## config.mk

```make
export PLATFORM = sky130hd
export DESIGN_NAME = atl_cordic
export DESIGN_NICKNAME = d
export VERILOG_FILES = /design/src/hdl/atl_pkg.sv /design/src/hdl/atl_cordic.sv
export SDC_FILE = /design/constraint.sdc
export NUM_CORES = 2
export LEC_CHECK = 0
export ABC_AREA = 0
export BUFFER_PORTS_ARGS = -buffer_cell sky130_fd_sc_hd__buf_2
export CORE_UTILIZATION = 40
export DETAILED_ROUTE_END_ITERATION = 10
export MAX_ROUTING_LAYER = met4
export PLACE_DENSITY = 0.67
export SLEW_MARGIN = 20
export SYNTH_ARGS = -nofsm -noshare
export SYNTH_HDL_FRONTEND = slang
export SYNTH_SLANG_ARGS = --single-unit
```

## constraint.sdc

```tcl
create_clock -name clk -period 4.35 [get_ports clk]
set_input_delay 0 -clock clk [delete_from_list [all_inputs] [get_ports clk]]
set_output_delay 0 -clock clk [all_outputs]
set_load 0.005 [all_outputs]
```

## src/hdl/atl_pkg.sv

```systemverilog
// shared types, constants and the cordic angle table for the tilt angle block
`default_nettype none

package atl_pkg;

    // input sample, raw two's complement counts
    typedef struct packed {
        logic signed [15:0] accel_x;
        logic signed [15:0] accel_y;
        logic signed [15:0] accel_z;
    } sample_t;

    // result: angles in degrees, fixed point
    typedef struct packed {
        logic signed [15:0] pitch_deg;
        logic signed [15:0] roll_deg;
        logic        [15:0] tilt_deg;
    } angle_t;

    localparam int CORDIC_STEPS = 18;
    localparam int ACC_FRAC     = 16;
    localparam int ANG_W        = 25;   // degree accumulator, 16 fraction bits
    localparam int RAD_W        = 24;   // radius, 8 fraction bits
    localparam int NUM_W        = 24;   // numerator, raw count times 2^8

    // round(atan(2^-i) * 180/pi * 2^16)
    function automatic logic signed [ANG_W-1:0] atan_deg(input int i);
        logic signed [ANG_W-1:0] v;
        case (i)
            0:  v = 25'sd2949120;
            1:  v = 25'sd1740967;
            2:  v = 25'sd919879;
            3:  v = 25'sd466945;
            4:  v = 25'sd234379;
            5:  v = 25'sd117304;
            6:  v = 25'sd58666;
            7:  v = 25'sd29335;
            8:  v = 25'sd14668;
            9:  v = 25'sd7334;
            10: v = 25'sd3667;
            11: v = 25'sd1833;
            12: v = 25'sd917;
            13: v = 25'sd458;
            14: v = 25'sd229;
            15: v = 25'sd115;
            16: v = 25'sd57;
            17: v = 25'sd29;
            default: v = '0;
        endcase
        return v;
    endfunction

endpackage

`default_nettype wire

```

## src/hdl/atl_cordic.sv

```systemverilog
// pipelined vectoring cordic, angle of (den, num) in degrees
`default_nettype none

module atl_cordic
    import atl_pkg::*;
(
    input  wire logic                     clk,
    input  wire logic                     rst_n,
    input  wire logic                     en,
    input  wire logic                     in_valid,
    input  wire logic signed [NUM_W-1:0]  num,
    input  wire logic        [RAD_W-1:0]  den,
    output logic                          out_valid,
    output logic signed [ANG_W-1:0]       out_angle
);

    localparam int XW = 28;

    logic                    valid_reg [CORDIC_STEPS];
    logic                    zero_reg  [CORDIC_STEPS];
    logic signed [XW-1:0]    x_reg     [CORDIC_STEPS];
    logic signed [XW-1:0]    y_reg     [CORDIC_STEPS];
    logic signed [ANG_W-1:0] z_reg     [CORDIC_STEPS];

    for (genvar i = 0; i < CORDIC_STEPS; i++) begin : g_step
        logic                    v_in;
        logic                    zero_in;
        logic signed [XW-1:0]    x_in;
        logic signed [XW-1:0]    y_in;
        logic signed [ANG_W-1:0] z_in;
        logic signed [XW-1:0]    xs;
        logic signed [XW-1:0]    ys;

        if (i == 0) begin : g_first
            assign v_in    = in_valid;
            assign zero_in = (den == '0) && (num == '0);
            assign x_in    = {{(XW-RAD_W){1'b0}}, den};
            assign y_in    = {{(XW-NUM_W){num[NUM_W-1]}}, num};
            assign z_in    = '0;
        end else begin : g_next
            assign v_in    = valid_reg[i-1];
            assign zero_in = zero_reg[i-1];
            assign x_in    = x_reg[i-1];
            assign y_in    = y_reg[i-1];
            assign z_in    = z_reg[i-1];
        end

        assign xs = x_in >>> i;
        assign ys = y_in >>> i;

        always_ff @(posedge clk or negedge rst_n)
        begin
            if (!rst_n)
            begin
                valid_reg[i] <= 1'b0;
            end
            else if (en)
            begin
                valid_reg[i] <= v_in;
            end
        end

        // rotate toward the x axis, accumulate the angle
        always_ff @(posedge clk)
        begin
            if (en)
            begin
                if (!y_in[XW-1])
                begin
                    x_reg[i] <= x_in + ys;
                    y_reg[i] <= y_in - xs;
                    z_reg[i] <= z_in + atan_deg(i);
                end
                else
                begin
                    x_reg[i] <= x_in - ys;
                    y_reg[i] <= y_in + xs;
                    z_reg[i] <= z_in - atan_deg(i);
                end
                zero_reg[i] <= zero_in;
            end
        end
    end

    // an all-zero vector has angle zero
    assign out_valid = valid_reg[CORDIC_STEPS-1];
    assign out_angle = zero_reg[CORDIC_STEPS-1] ? '0 : z_reg[CORDIC_STEPS-1];

endmodule

`default_nettype wire

```

==> reports/metrics.yaml <==
failed_checks: "design-rule violations"
use_met3_pct: 2.01
synthFlopType: "edfxtp_1"
firstDrtPassIters: 9
final_cell_mix: "ha_1 (1357), edfxtp_1 (1290), a21oi_1 (1067)"
tightest_slew_ps: 992
rsz0062_at_grt: "yes"
hold_viol: 0
whs_endpoint: "y_reg[0][1]$_DFFE_PP_"
yosysWarnings: 0
first_global_vias: 86300
clk_pin_slew_ps: 60
layout_setup_ws_ps: 147
via_per_inst: 5.45
setup_viol: 0
htree_levels: 4
hp-class: "primary input to flip-flop"
multi_input_area_mm2: 0.0714
synth-simple-area-share_pct: 13.7
fin_skew_ps: 52.9
muxShareOfSynthArea_pct: 0.932
worstPathMaxFanout: 4
routedWlPerCell_um: 17.3
finalCritPeriodShare_pct: 96.6
synth_top_family_by_area: "compound AO/OA/AOI/OAI gates"
gp_congestion: 0.941
first_iter_violations: 5741
hold_path_depth: 5
cts_tree: "built"
io_pins: 78
cp_slowest_cell: "or4_4"
status: "finished, violations left"
wirelength_mm: 284
numCtsBuffers: 162
portBuffers: 76
path_cells: "or4_4 -> or3_4 -> nand2_1 -> xnor2_1 -> ha_1 -> and3_1 -> a21oi_2 -> nor2b_1 -> a311o_1 -> o311ai_2 -> a31oi_1 -> a311o_1 -> a21o_1 -> a311oi_2 -> xnor2_1"
layout.nets: 14100
finalMaxSlewViolations: 0
grt.met1_usage_pct: 23.6
crit-reg2reg-launch: "x_reg[2][39]$_DFFE_PP_"
crit_path_max_incr_delay_ps: 540
synth.distinct_cells: 95
cts_root_buf: "clkbuf_16"
largest_reg_flops: 446
final_common_cell: "ha_1"
synthXorXnorAreaFrac_pct: 12.2
grt_pass1_wl_mm: 452
syn_avg_cell_area_um2: 9.52
worstSetupPathType: "flip-flop to flip-flop"
rrSetupSlack_ps: 150
dieHeight_um: 532
min_period_ps: 4200
seq_area_frac_synth_pct: 34.8
path_delay_family: "compound AO/OA/AOI/OAI gates"
max-slew-margin-rel_pct: 33.9
cts_max_path_buffers: 4
num_rows: 194
core_area_mm2: 0.280
grt_overflow: 0
drv_cap: 0
startpoint_type: "flip-flop"
synthAdderAreaFrac_pct: 16.0
route.detailed.drc: 6
initial_core_util_pct: 40.2
worstRegToRegCells: 15
synth_nets: 13300
fill_cells: 26600
antenna_found_initial: 2
regToRegEndpoint: "y_reg[3][26]$_DFFE_PP_"
num_vias: 89700
place_ws_ps: 46.5
cp-end-kind: "flip-flop"
regArea_mm2: 0.0392
synth_compound_area_share_pct: 19.9
clkLatencyLatePin_ps: 870
syn2layout_area_growth_pct: 14.7
top_usage_layer: "met2"
met2_usage_pct: 35.0
cp_num_buf_inv: 0
grt_usage_pct: 19.9
worstPathArrival_ps: 4820
fmax_mhz: 238
crit_required_ps: 4970
holdCritStartpoint: "num[0]"
die-area_mm2: 0.283
drtAntennaViolNets: 0
dp_hpwl_mm: 225
async_flop_share_pct: 1.38
syn_area_mm2: 0.112
layout-drive-gt1-share_pct: 9.99
die_w_um: 532
yosys_register_bits: 1308
grt_max_degree: 165
cts_sinks: 1308
synth_edf_count: 1290
postSynthCellCount: 11800
==> layout make-up <==
cell class / instances / area share [%]
antenna: 1 / 0.00194
clock buffer: 201 / 3.35
clock inverter: 88 / 0.703
inverter: 548 / 1.60
multi-input combinational: 9762 / 55.4
sequential: 1308 / 30.4
tap: 3724 / 3.61
timing repair buffer: 820 / 5.02
==> metrics by stage <==
| stage | utilization (%) | TNS [ps] | hold WS, ps | cell area [µm²] | cells |
|---|---|---|---|---|---|
| after CTS | 45.7 | 0 | 0.0296 | 128000 | 16400 |
| after floorplan | - | 0 | -296 | 112000 | 11800 |
| after detailed placement | 43.6 | 0 | -29.9 | 122000 | 16000 |
| after global placement | 43.6 | -36.7 | -37.8 | 122000 | 16000 |
| final | 46.1 | 0 | 44.8 | 129000 | 16500 |
| after global routing | 46.1 | -324 | 63.3 | 129000 | 16500 |
==> cells by family (layout without fill, tap and decap cells) <==
kind of cell	Yosys count	in the layout
AO/OA/AOI/OAI	3502	3502
XOR/XNOR	1572	1572
adder cells (fa/ha/maj)	1407	1407
buffers and inverters	751	1657
flip-flops	1308	1308
multiplexers	99	99
other	1	2
AND/OR/NAND/NOR	3181	3181
==> metal layers <==
layer	vias up	part of all wire (%)
met2	1674	50
met3	438	3.8
met1	42100	43
li1	45500	-
met4	0	3.5
met5	-	0
==> cell usage after synthesis (89+ instances only) <==
master	count	share of area [%]
nor2b_1	189	1.1
a21o_1	459	3.1
o21bai_1	120	0.80
and3_1	107	0.60
a31oi_1	104	0.58
or3_1	89	0.49
o31ai_1	152	1.0
o21ai_0	651	2.9
a211oi_1	96	0.64
nand3_1	200	0.89
inv_1	532	1.8
nand2_1	737	2.5
o21a_1	186	1.2
xnor2_1	1027	8.0
clkbuf_1	175	0.58
ha_1	1362	15
o41ai_1	94	0.73
xor2_1	545	4.2
nand2b_1	198	1.1
a21oi_1	1090	4.8
edfxtp_1	1290	34
nor3_1	315	1.4
nor2_1	923	3.1
==> worst max path at each step <==
stage,end,cells after the start,slack [ps],start
CTS,y_reg[6][26]$_DFFE_PP_,22,20,x_reg[5][43]$_DFFE_PP_
global placement,y_reg[6][26]$_DFFE_PP_,22,-40,x_reg[5][43]$_DFFE_PP_
finish,y_reg[3][26]$_DFFE_PP_,15,150,x_reg[2][39]$_DFFE_PP_
detailed placement,y_reg[3][26]$_DFFE_PP_,16,50,x_reg[2][39]$_DFFE_PP_
global route,x_reg[3][55]$_DFFE_PP_,17,-90,y_reg[3][12]$_DFFE_PP_
floorplan,y_reg[4][24]$_DFFE_PP_,18,0.2,en
==> tightest hold or removal path, delay by kind of cell <==
| kind | cells | cell delay, ps |
|---|---|---|
| multiplexers | 1 | 80 |
| buffers and inverters | 2 | 220 |
| adder cells (fa/ha/maj) | 2 | 410 |
==> what timing repair did <==
action	in CTS	in global routing
buffers inserted	0	26
hold buffers	87	0
hold endpoints to repair	411	0
endpoints found under the setup margin	0	143
gates resized for setup	0	206
Power is left out: the tool's default activity adds up to more than one toggle a clock period on the data nets, which glitch-free logic cannot reach.
