<file path="config.mk">
export PLATFORM = sky130hd
export DESIGN_NAME = atl_isqrt
export DESIGN_NICKNAME = d
export VERILOG_FILES = /design/src/hdl/atl_pkg.sv /design/src/hdl/atl_isqrt.sv
export SDC_FILE = /design/constraint.sdc
export NUM_CORES = 2
export LEC_CHECK = 0
export BUFFER_PORTS_ARGS = -buffer_cell sky130_fd_sc_hd__buf_2
export CAP_MARGIN = 20
export CORE_UTILIZATION = 30
export DETAILED_ROUTE_END_ITERATION = 8
export GPL_TIMING_DRIVEN = 0
export PLACE_DENSITY = 0.55
export RECOVER_POWER = 25
export SLEW_MARGIN = 5
export SYNTH_ARGS = -nofsm -noshare
export SYNTH_HDL_FRONTEND = slang
export SYNTH_SLANG_ARGS = --single-unit
</file>
<file path="constraint.sdc">
create_clock -name clk -period 4.6 [get_ports clk]
set_clock_uncertainty 0.1 [all_clocks]
set_input_delay 0.23 -clock clk [delete_from_list [all_inputs] [get_ports clk]]
set_output_delay 0.23 -clock clk [all_outputs]
set_load 0.02 [all_outputs]
</file>
<file path="src/hdl/atl_pkg.sv">
// shared types, constants and the cordic angle table for the tilt angle block
`default_nettype none

package atl_pkg;

    // input sample, raw two's complement counts
    typedef struct packed {
        logic signed [15:0] accel_x;
        logic signed [15:0] accel_y;
        logic signed [15:0] accel_z;
    } sample_t;

    // result: angles in degrees, fixed point
    typedef struct packed {
        logic signed [15:0] pitch_deg;
        logic signed [15:0] roll_deg;
        logic        [15:0] tilt_deg;
    } angle_t;

    localparam int CORDIC_STEPS = 18;
    localparam int ACC_FRAC     = 16;
    localparam int ANG_W        = 25;   // degree accumulator, 16 fraction bits
    localparam int RAD_W        = 24;   // radius, 8 fraction bits
    localparam int NUM_W        = 24;   // numerator, raw count times 2^8

    // round(atan(2^-i) * 180/pi * 2^16)
    function automatic logic signed [ANG_W-1:0] atan_deg(input int i);
        logic signed [ANG_W-1:0] v;
        case (i)
            0:  v = 25'sd2949120;
            1:  v = 25'sd1740967;
            2:  v = 25'sd919879;
            3:  v = 25'sd466945;
            4:  v = 25'sd234379;
            5:  v = 25'sd117304;
            6:  v = 25'sd58666;
            7:  v = 25'sd29335;
            8:  v = 25'sd14668;
            9:  v = 25'sd7334;
            10: v = 25'sd3667;
            11: v = 25'sd1833;
            12: v = 25'sd917;
            13: v = 25'sd458;
            14: v = 25'sd229;
            15: v = 25'sd115;
            16: v = 25'sd57;
            17: v = 25'sd29;
            default: v = '0;
        endcase
        return v;
    endfunction

endpackage

`default_nettype wire

</file>
<file path="src/hdl/atl_isqrt.sv">
// pipelined integer square root, one result bit per stage, with sideband
`default_nettype none

module atl_isqrt
    import atl_pkg::*;
#(
    parameter int RW = 48,
    parameter int SW = 16
) (
    input  wire logic            clk,
    input  wire logic            rst_n,
    input  wire logic            en,
    input  wire logic            in_valid,
    input  wire logic [RW-1:0]   in_rad,
    input  wire logic [SW-1:0]   in_side,
    output logic                 out_valid,
    output logic [RW/2-1:0]      out_root,
    output logic [SW-1:0]        out_side
);

    localparam int N   = RW / 2;
    localparam int RMW = N + 3;

    logic            valid_reg [N];
    logic [RW-1:0]   rad_reg   [N];
    logic [RMW-1:0]  rem_reg   [N];
    logic [N-1:0]    root_reg  [N];
    logic [SW-1:0]   side_reg  [N];

    for (genvar k = 0; k < N; k++) begin : g_stage
        logic            v_in;
        logic [RW-1:0]   rad_in;
        logic [RMW-1:0]  rem_in;
        logic [N-1:0]    root_in;
        logic [SW-1:0]   side_in;
        logic [RMW-1:0]  r_sh;
        logic [RMW-1:0]  trial;

        if (k == 0) begin : g_first
            assign v_in    = in_valid;
            assign rad_in  = in_rad;
            assign rem_in  = '0;
            assign root_in = '0;
            assign side_in = in_side;
        end else begin : g_next
            assign v_in    = valid_reg[k-1];
            assign rad_in  = rad_reg[k-1];
            assign rem_in  = rem_reg[k-1];
            assign root_in = root_reg[k-1];
            assign side_in = side_reg[k-1];
        end

        // bring down the next two radicand bits, try root*4+1
        assign r_sh  = {rem_in[RMW-3:0], rad_in[RW-1 -: 2]};
        assign trial = RMW'({root_in, 2'b01});

        // valid travels with the stage
        always_ff @(posedge clk or negedge rst_n)
        begin
            if (!rst_n)
            begin
                valid_reg[k] <= 1'b0;
            end
            else if (en)
            begin
                valid_reg[k] <= v_in;
            end
        end

        // one root bit decided per stage
        always_ff @(posedge clk)
        begin
            if (en)
            begin
                if (r_sh >= trial)
                begin
                    rem_reg[k]  <= r_sh - trial;
                    root_reg[k] <= {root_in[N-2:0], 1'b1};
                end
                else
                begin
                    rem_reg[k]  <= r_sh;
                    root_reg[k] <= {root_in[N-2:0], 1'b0};
                end
                rad_reg[k]  <= rad_in << 2;
                side_reg[k] <= side_in;
            end
        end
    end

    assign out_valid = valid_reg[N-1];
    assign out_root  = root_reg[N-1];
    assign out_side  = side_reg[N-1];

endmodule

`default_nettype wire

</file>
==> flow_summary.json <==
{
  "grt_first_pass_wirelength_microns": 223000,
  "num_vias": 42500,
  "crit_required_ns": 5.09,
  "synth_cells": 5379,
  "die_w_microns": 508,
  "ant_nets": 0,
  "synth_warnings": 0,
  "cts_tree": "yes",
  "finalCriticalPeriod_ns": 4.28,
  "largest_register_ffs": 552,
  "worstSkewPairLatency_ns": 0.87,
  "globalRouteOverflowTotal": 0,
  "grt_usage": 0.107,
  "synth_largest_area_cell": "edfxtp_1",
  "clock_sinks": 1803,
  "dr.pass1.iters": 5,
  "synth_edf_count": 1778,
  "antenna_found_initial": 3,
  "htree_levels": 4,
  "cp-end-kind": "flip-flop",
  "slowest_delay_ns": 0.79,
  "wl_per_cell_microns": 14.9,
  "clock.fmax_mhz": 234,
  "setup_violations": 0,
  "final_max_slew_viol_count": 0,
  "async_reset_ff_frac": 0.0133,
  "hold_viol_final": 0,
  "grt_pass1_vias": 42500,
  "die_area_sq_mm": 0.258,
  "start_util": 0.302,
  "postPlaceCellArea_sq_mm": 0.0822,
  "drtIter0Drc": 2567,
  "seqCellArea_sq_mm": 0.0540,
  "critPathArrivalTime_ns": 4.77,
  "critPathSlowestCell": "a211oi_2",
  "fillers": 24200,
  "syn_nets": 5773,
  "final_nets": 6241,
  "slew_headroom": 0.335,
  "post_synth_main_area_contributors": "edfxtp_1, ha_1, xnor2_1",
  "grt_max_degree": 114,
  "path_max_fanout": 10,
  "clk_path_buf_depth": 3,
  "io_buffer_count": 108,
  "layout-drive-gt1-share": 0.0961,
  "syn_area_sq_mm": 0.0769,
  "drv_cap": 0,
  "max-vdd-ir-drop_v": 0.000369,
  "clk_pin_slew_ns": 0.06,
  "fin_ws_ns": 0.318,
  "start_kind": "flip-flop",
  "synth_commonest_cells": "edfxtp_1, inv_1, ha_1",
  "via_per_inst": 4.54,
  "synth_top_area_frac": 0.694,
  "min_path_type": "in -> reg",
  "post_cts_buffers": 0,
  "cpMostUsedCell": "o21ai_0",
  "drt-total-wl_microns": 139000,
  "p_leak_nw": 33.4,
  "post-route-period-util": 0.931,
  "worstMarginPinSlew_ns": 0.996,
  "synth_cell_types": 96,
  "gp_congestion": 0.890,
  "worstPathCellList": "ha_1, o21ai_0, a22oi_1, a221o_1, o221a_2, o221ai_1, nand2b_1, a211oi_2, clkbuf_1, o21ai_0",
  "post-route-drc-count": 0,
  "synth.most_common_cell": "edfxtp_1",
  "cts-root-buf": "clkbuf_16",
  "multi_input_area_sq_mm": 0.0209,
  "num_io_pins": 109,
  "dieHeight_microns": 508,
  "rsz0062_at_grt": "false",
  "core_area_sq_mm": 0.255,
  "rows": 185,
  "ys.flop_type": "edfxtp_1",
  "synth-seq-cells": 1803,
  "power_density_mw_per_mm2": 480,
  "finalInstanceArea_sq_mm": 0.0901,
  "diodes": 0,
  "status": "finished, final reports clean",
  "dp_slack_ns": -1.65,
  "cts_buffers": 201,
  "syn_avg_cell_area_sq_um": 14.3,
  "yosysSeqAreaShare": 0.702,
  "path_class": "reg -> reg",
  "place.detailed.hpwl_microns": 95300,
  "area_delta_synth_final_pct": 17.2
}
worst paths after layout:
check	from	cells past startpoint	to	slack, ns
max	rem_reg[2][109]	10	rem_reg[2][136]	0.32
min	in_valid	3	g_stage[1].v_in	0.11
max reg2reg	rem_reg[2][109]	10	rem_reg[2][136]	0.32
min reg2reg	rad_reg[2][179]	0	rad_reg[2][227]	0.23
max in group asynchronous	rst_n	4	g_stage[13].v_in	3.65
min in group asynchronous	rst_n	3	g_stage[1].v_in	0.30
cell families after synthesis:
kind of cell | share of synthesized area
flip-flops | 0.702
adder cells (fa/ha/maj) | 0.0530
AO/OA/AOI/OAI | 0.0776
multiplexers | 0.00940
AND/OR/NAND/NOR | 0.0838
buffers and inverters | 0.0263
XOR/XNOR | 0.0478
final cells by class:
type	instances	share of cell area
flip-flops and latches	1803	0.599
plain buffers	105	0.00512
clock inverters	133	0.0149
repair buffers	265	0.0271
well taps	3366	0.0467
clock buffers	235	0.0572
multi-input cells	3045	0.232
inverters	426	0.0177
repair_timing:
action | 4_1_cts | 5_1_grt
resized for setup | 6 | 9
hold endpoints to repair | 185 | 0
hold buffers | 137 | 0
setup endpoints to repair | 893 | 88
per-stage QoR:
stage / utilization / TNS [ns] / hold WS, ns / cells / total power [mW]
floorplan: - / 0 / -0.166 / 5379 / 26.1
global placement: 0.321 / - / 0.139 / 8853 / 28.1
detailed placement: 0.323 / -1492.58 / 0.150 / 8872 / 28.0
CTS: 0.354 / 0 / 0.0218 / 9377 / 44.0
global route: 0.354 / 0 / 0.0654 / 9378 / 45.5
finish: 0.354 / 0 / 0.106 / 9378 / 43.3
per-layer routing:
layer,part of all wire,vias up,wire length [microns],track usage
met1,0.45,20400,63000,0.135
li1,-,21000,-,-
met4,0.041,0,5650,0.0516
met3,0.041,323,5660,0.0203
met2,0.47,874,65100,0.176
met5,0,-,0,0
cells in the final DEF (no fill, tap or decap), types with 23 or more instances in the layout:
master	netlist	routed
mux2_2	57	57
o21ai_0	271	271
buf_2	11	118
edfxtp_1	1778	1778
nor2_1	309	309
o31ai_1	29	29
clkinv_1	1	54
nor3_1	126	126
a21oi_1	264	264
inv_1	423	423
nor2b_1	43	43
dfrtp_1	24	24
or3_1	43	43
and3_1	24	24
and2_1	26	26
xnor2_1	209	209
nand2_1	315	315
nand4_1	60	60
ha_1	326	326
nand2b_1	57	57
nor4_1	63	62
or4_1	29	29
or2_2	23	23
nand3_1	79	79
a21o_1	125	125
xor2_1	209	209
dlygate4sd3_1	0	133
clkinv_2	0	35
a211oi_1	31	31
o21a_1	74	74
clkbuf_2	0	25
clkbuf_1	87	94
clkbuf_16	0	201
report_power, final:
part	switching [mW]	internal, mW
Clock	6.66	8.82
Combinational	3.66	2.84
Sequential	0.980	20.3
Total	11.3	32.0
critical path: cells and delay by family, from the launching register on:
kind                     cells  cell delay [ns]
AO/OA/AOI/OAI                7             2.45
buffers and inverters        1             0.55
flip-flops                   1             0.40
adder cells (fa/ha/maj)      1             0.37
AND/OR/NAND/NOR              1             0.12
No activity file was read; power rests on OpenSTA's default activity.
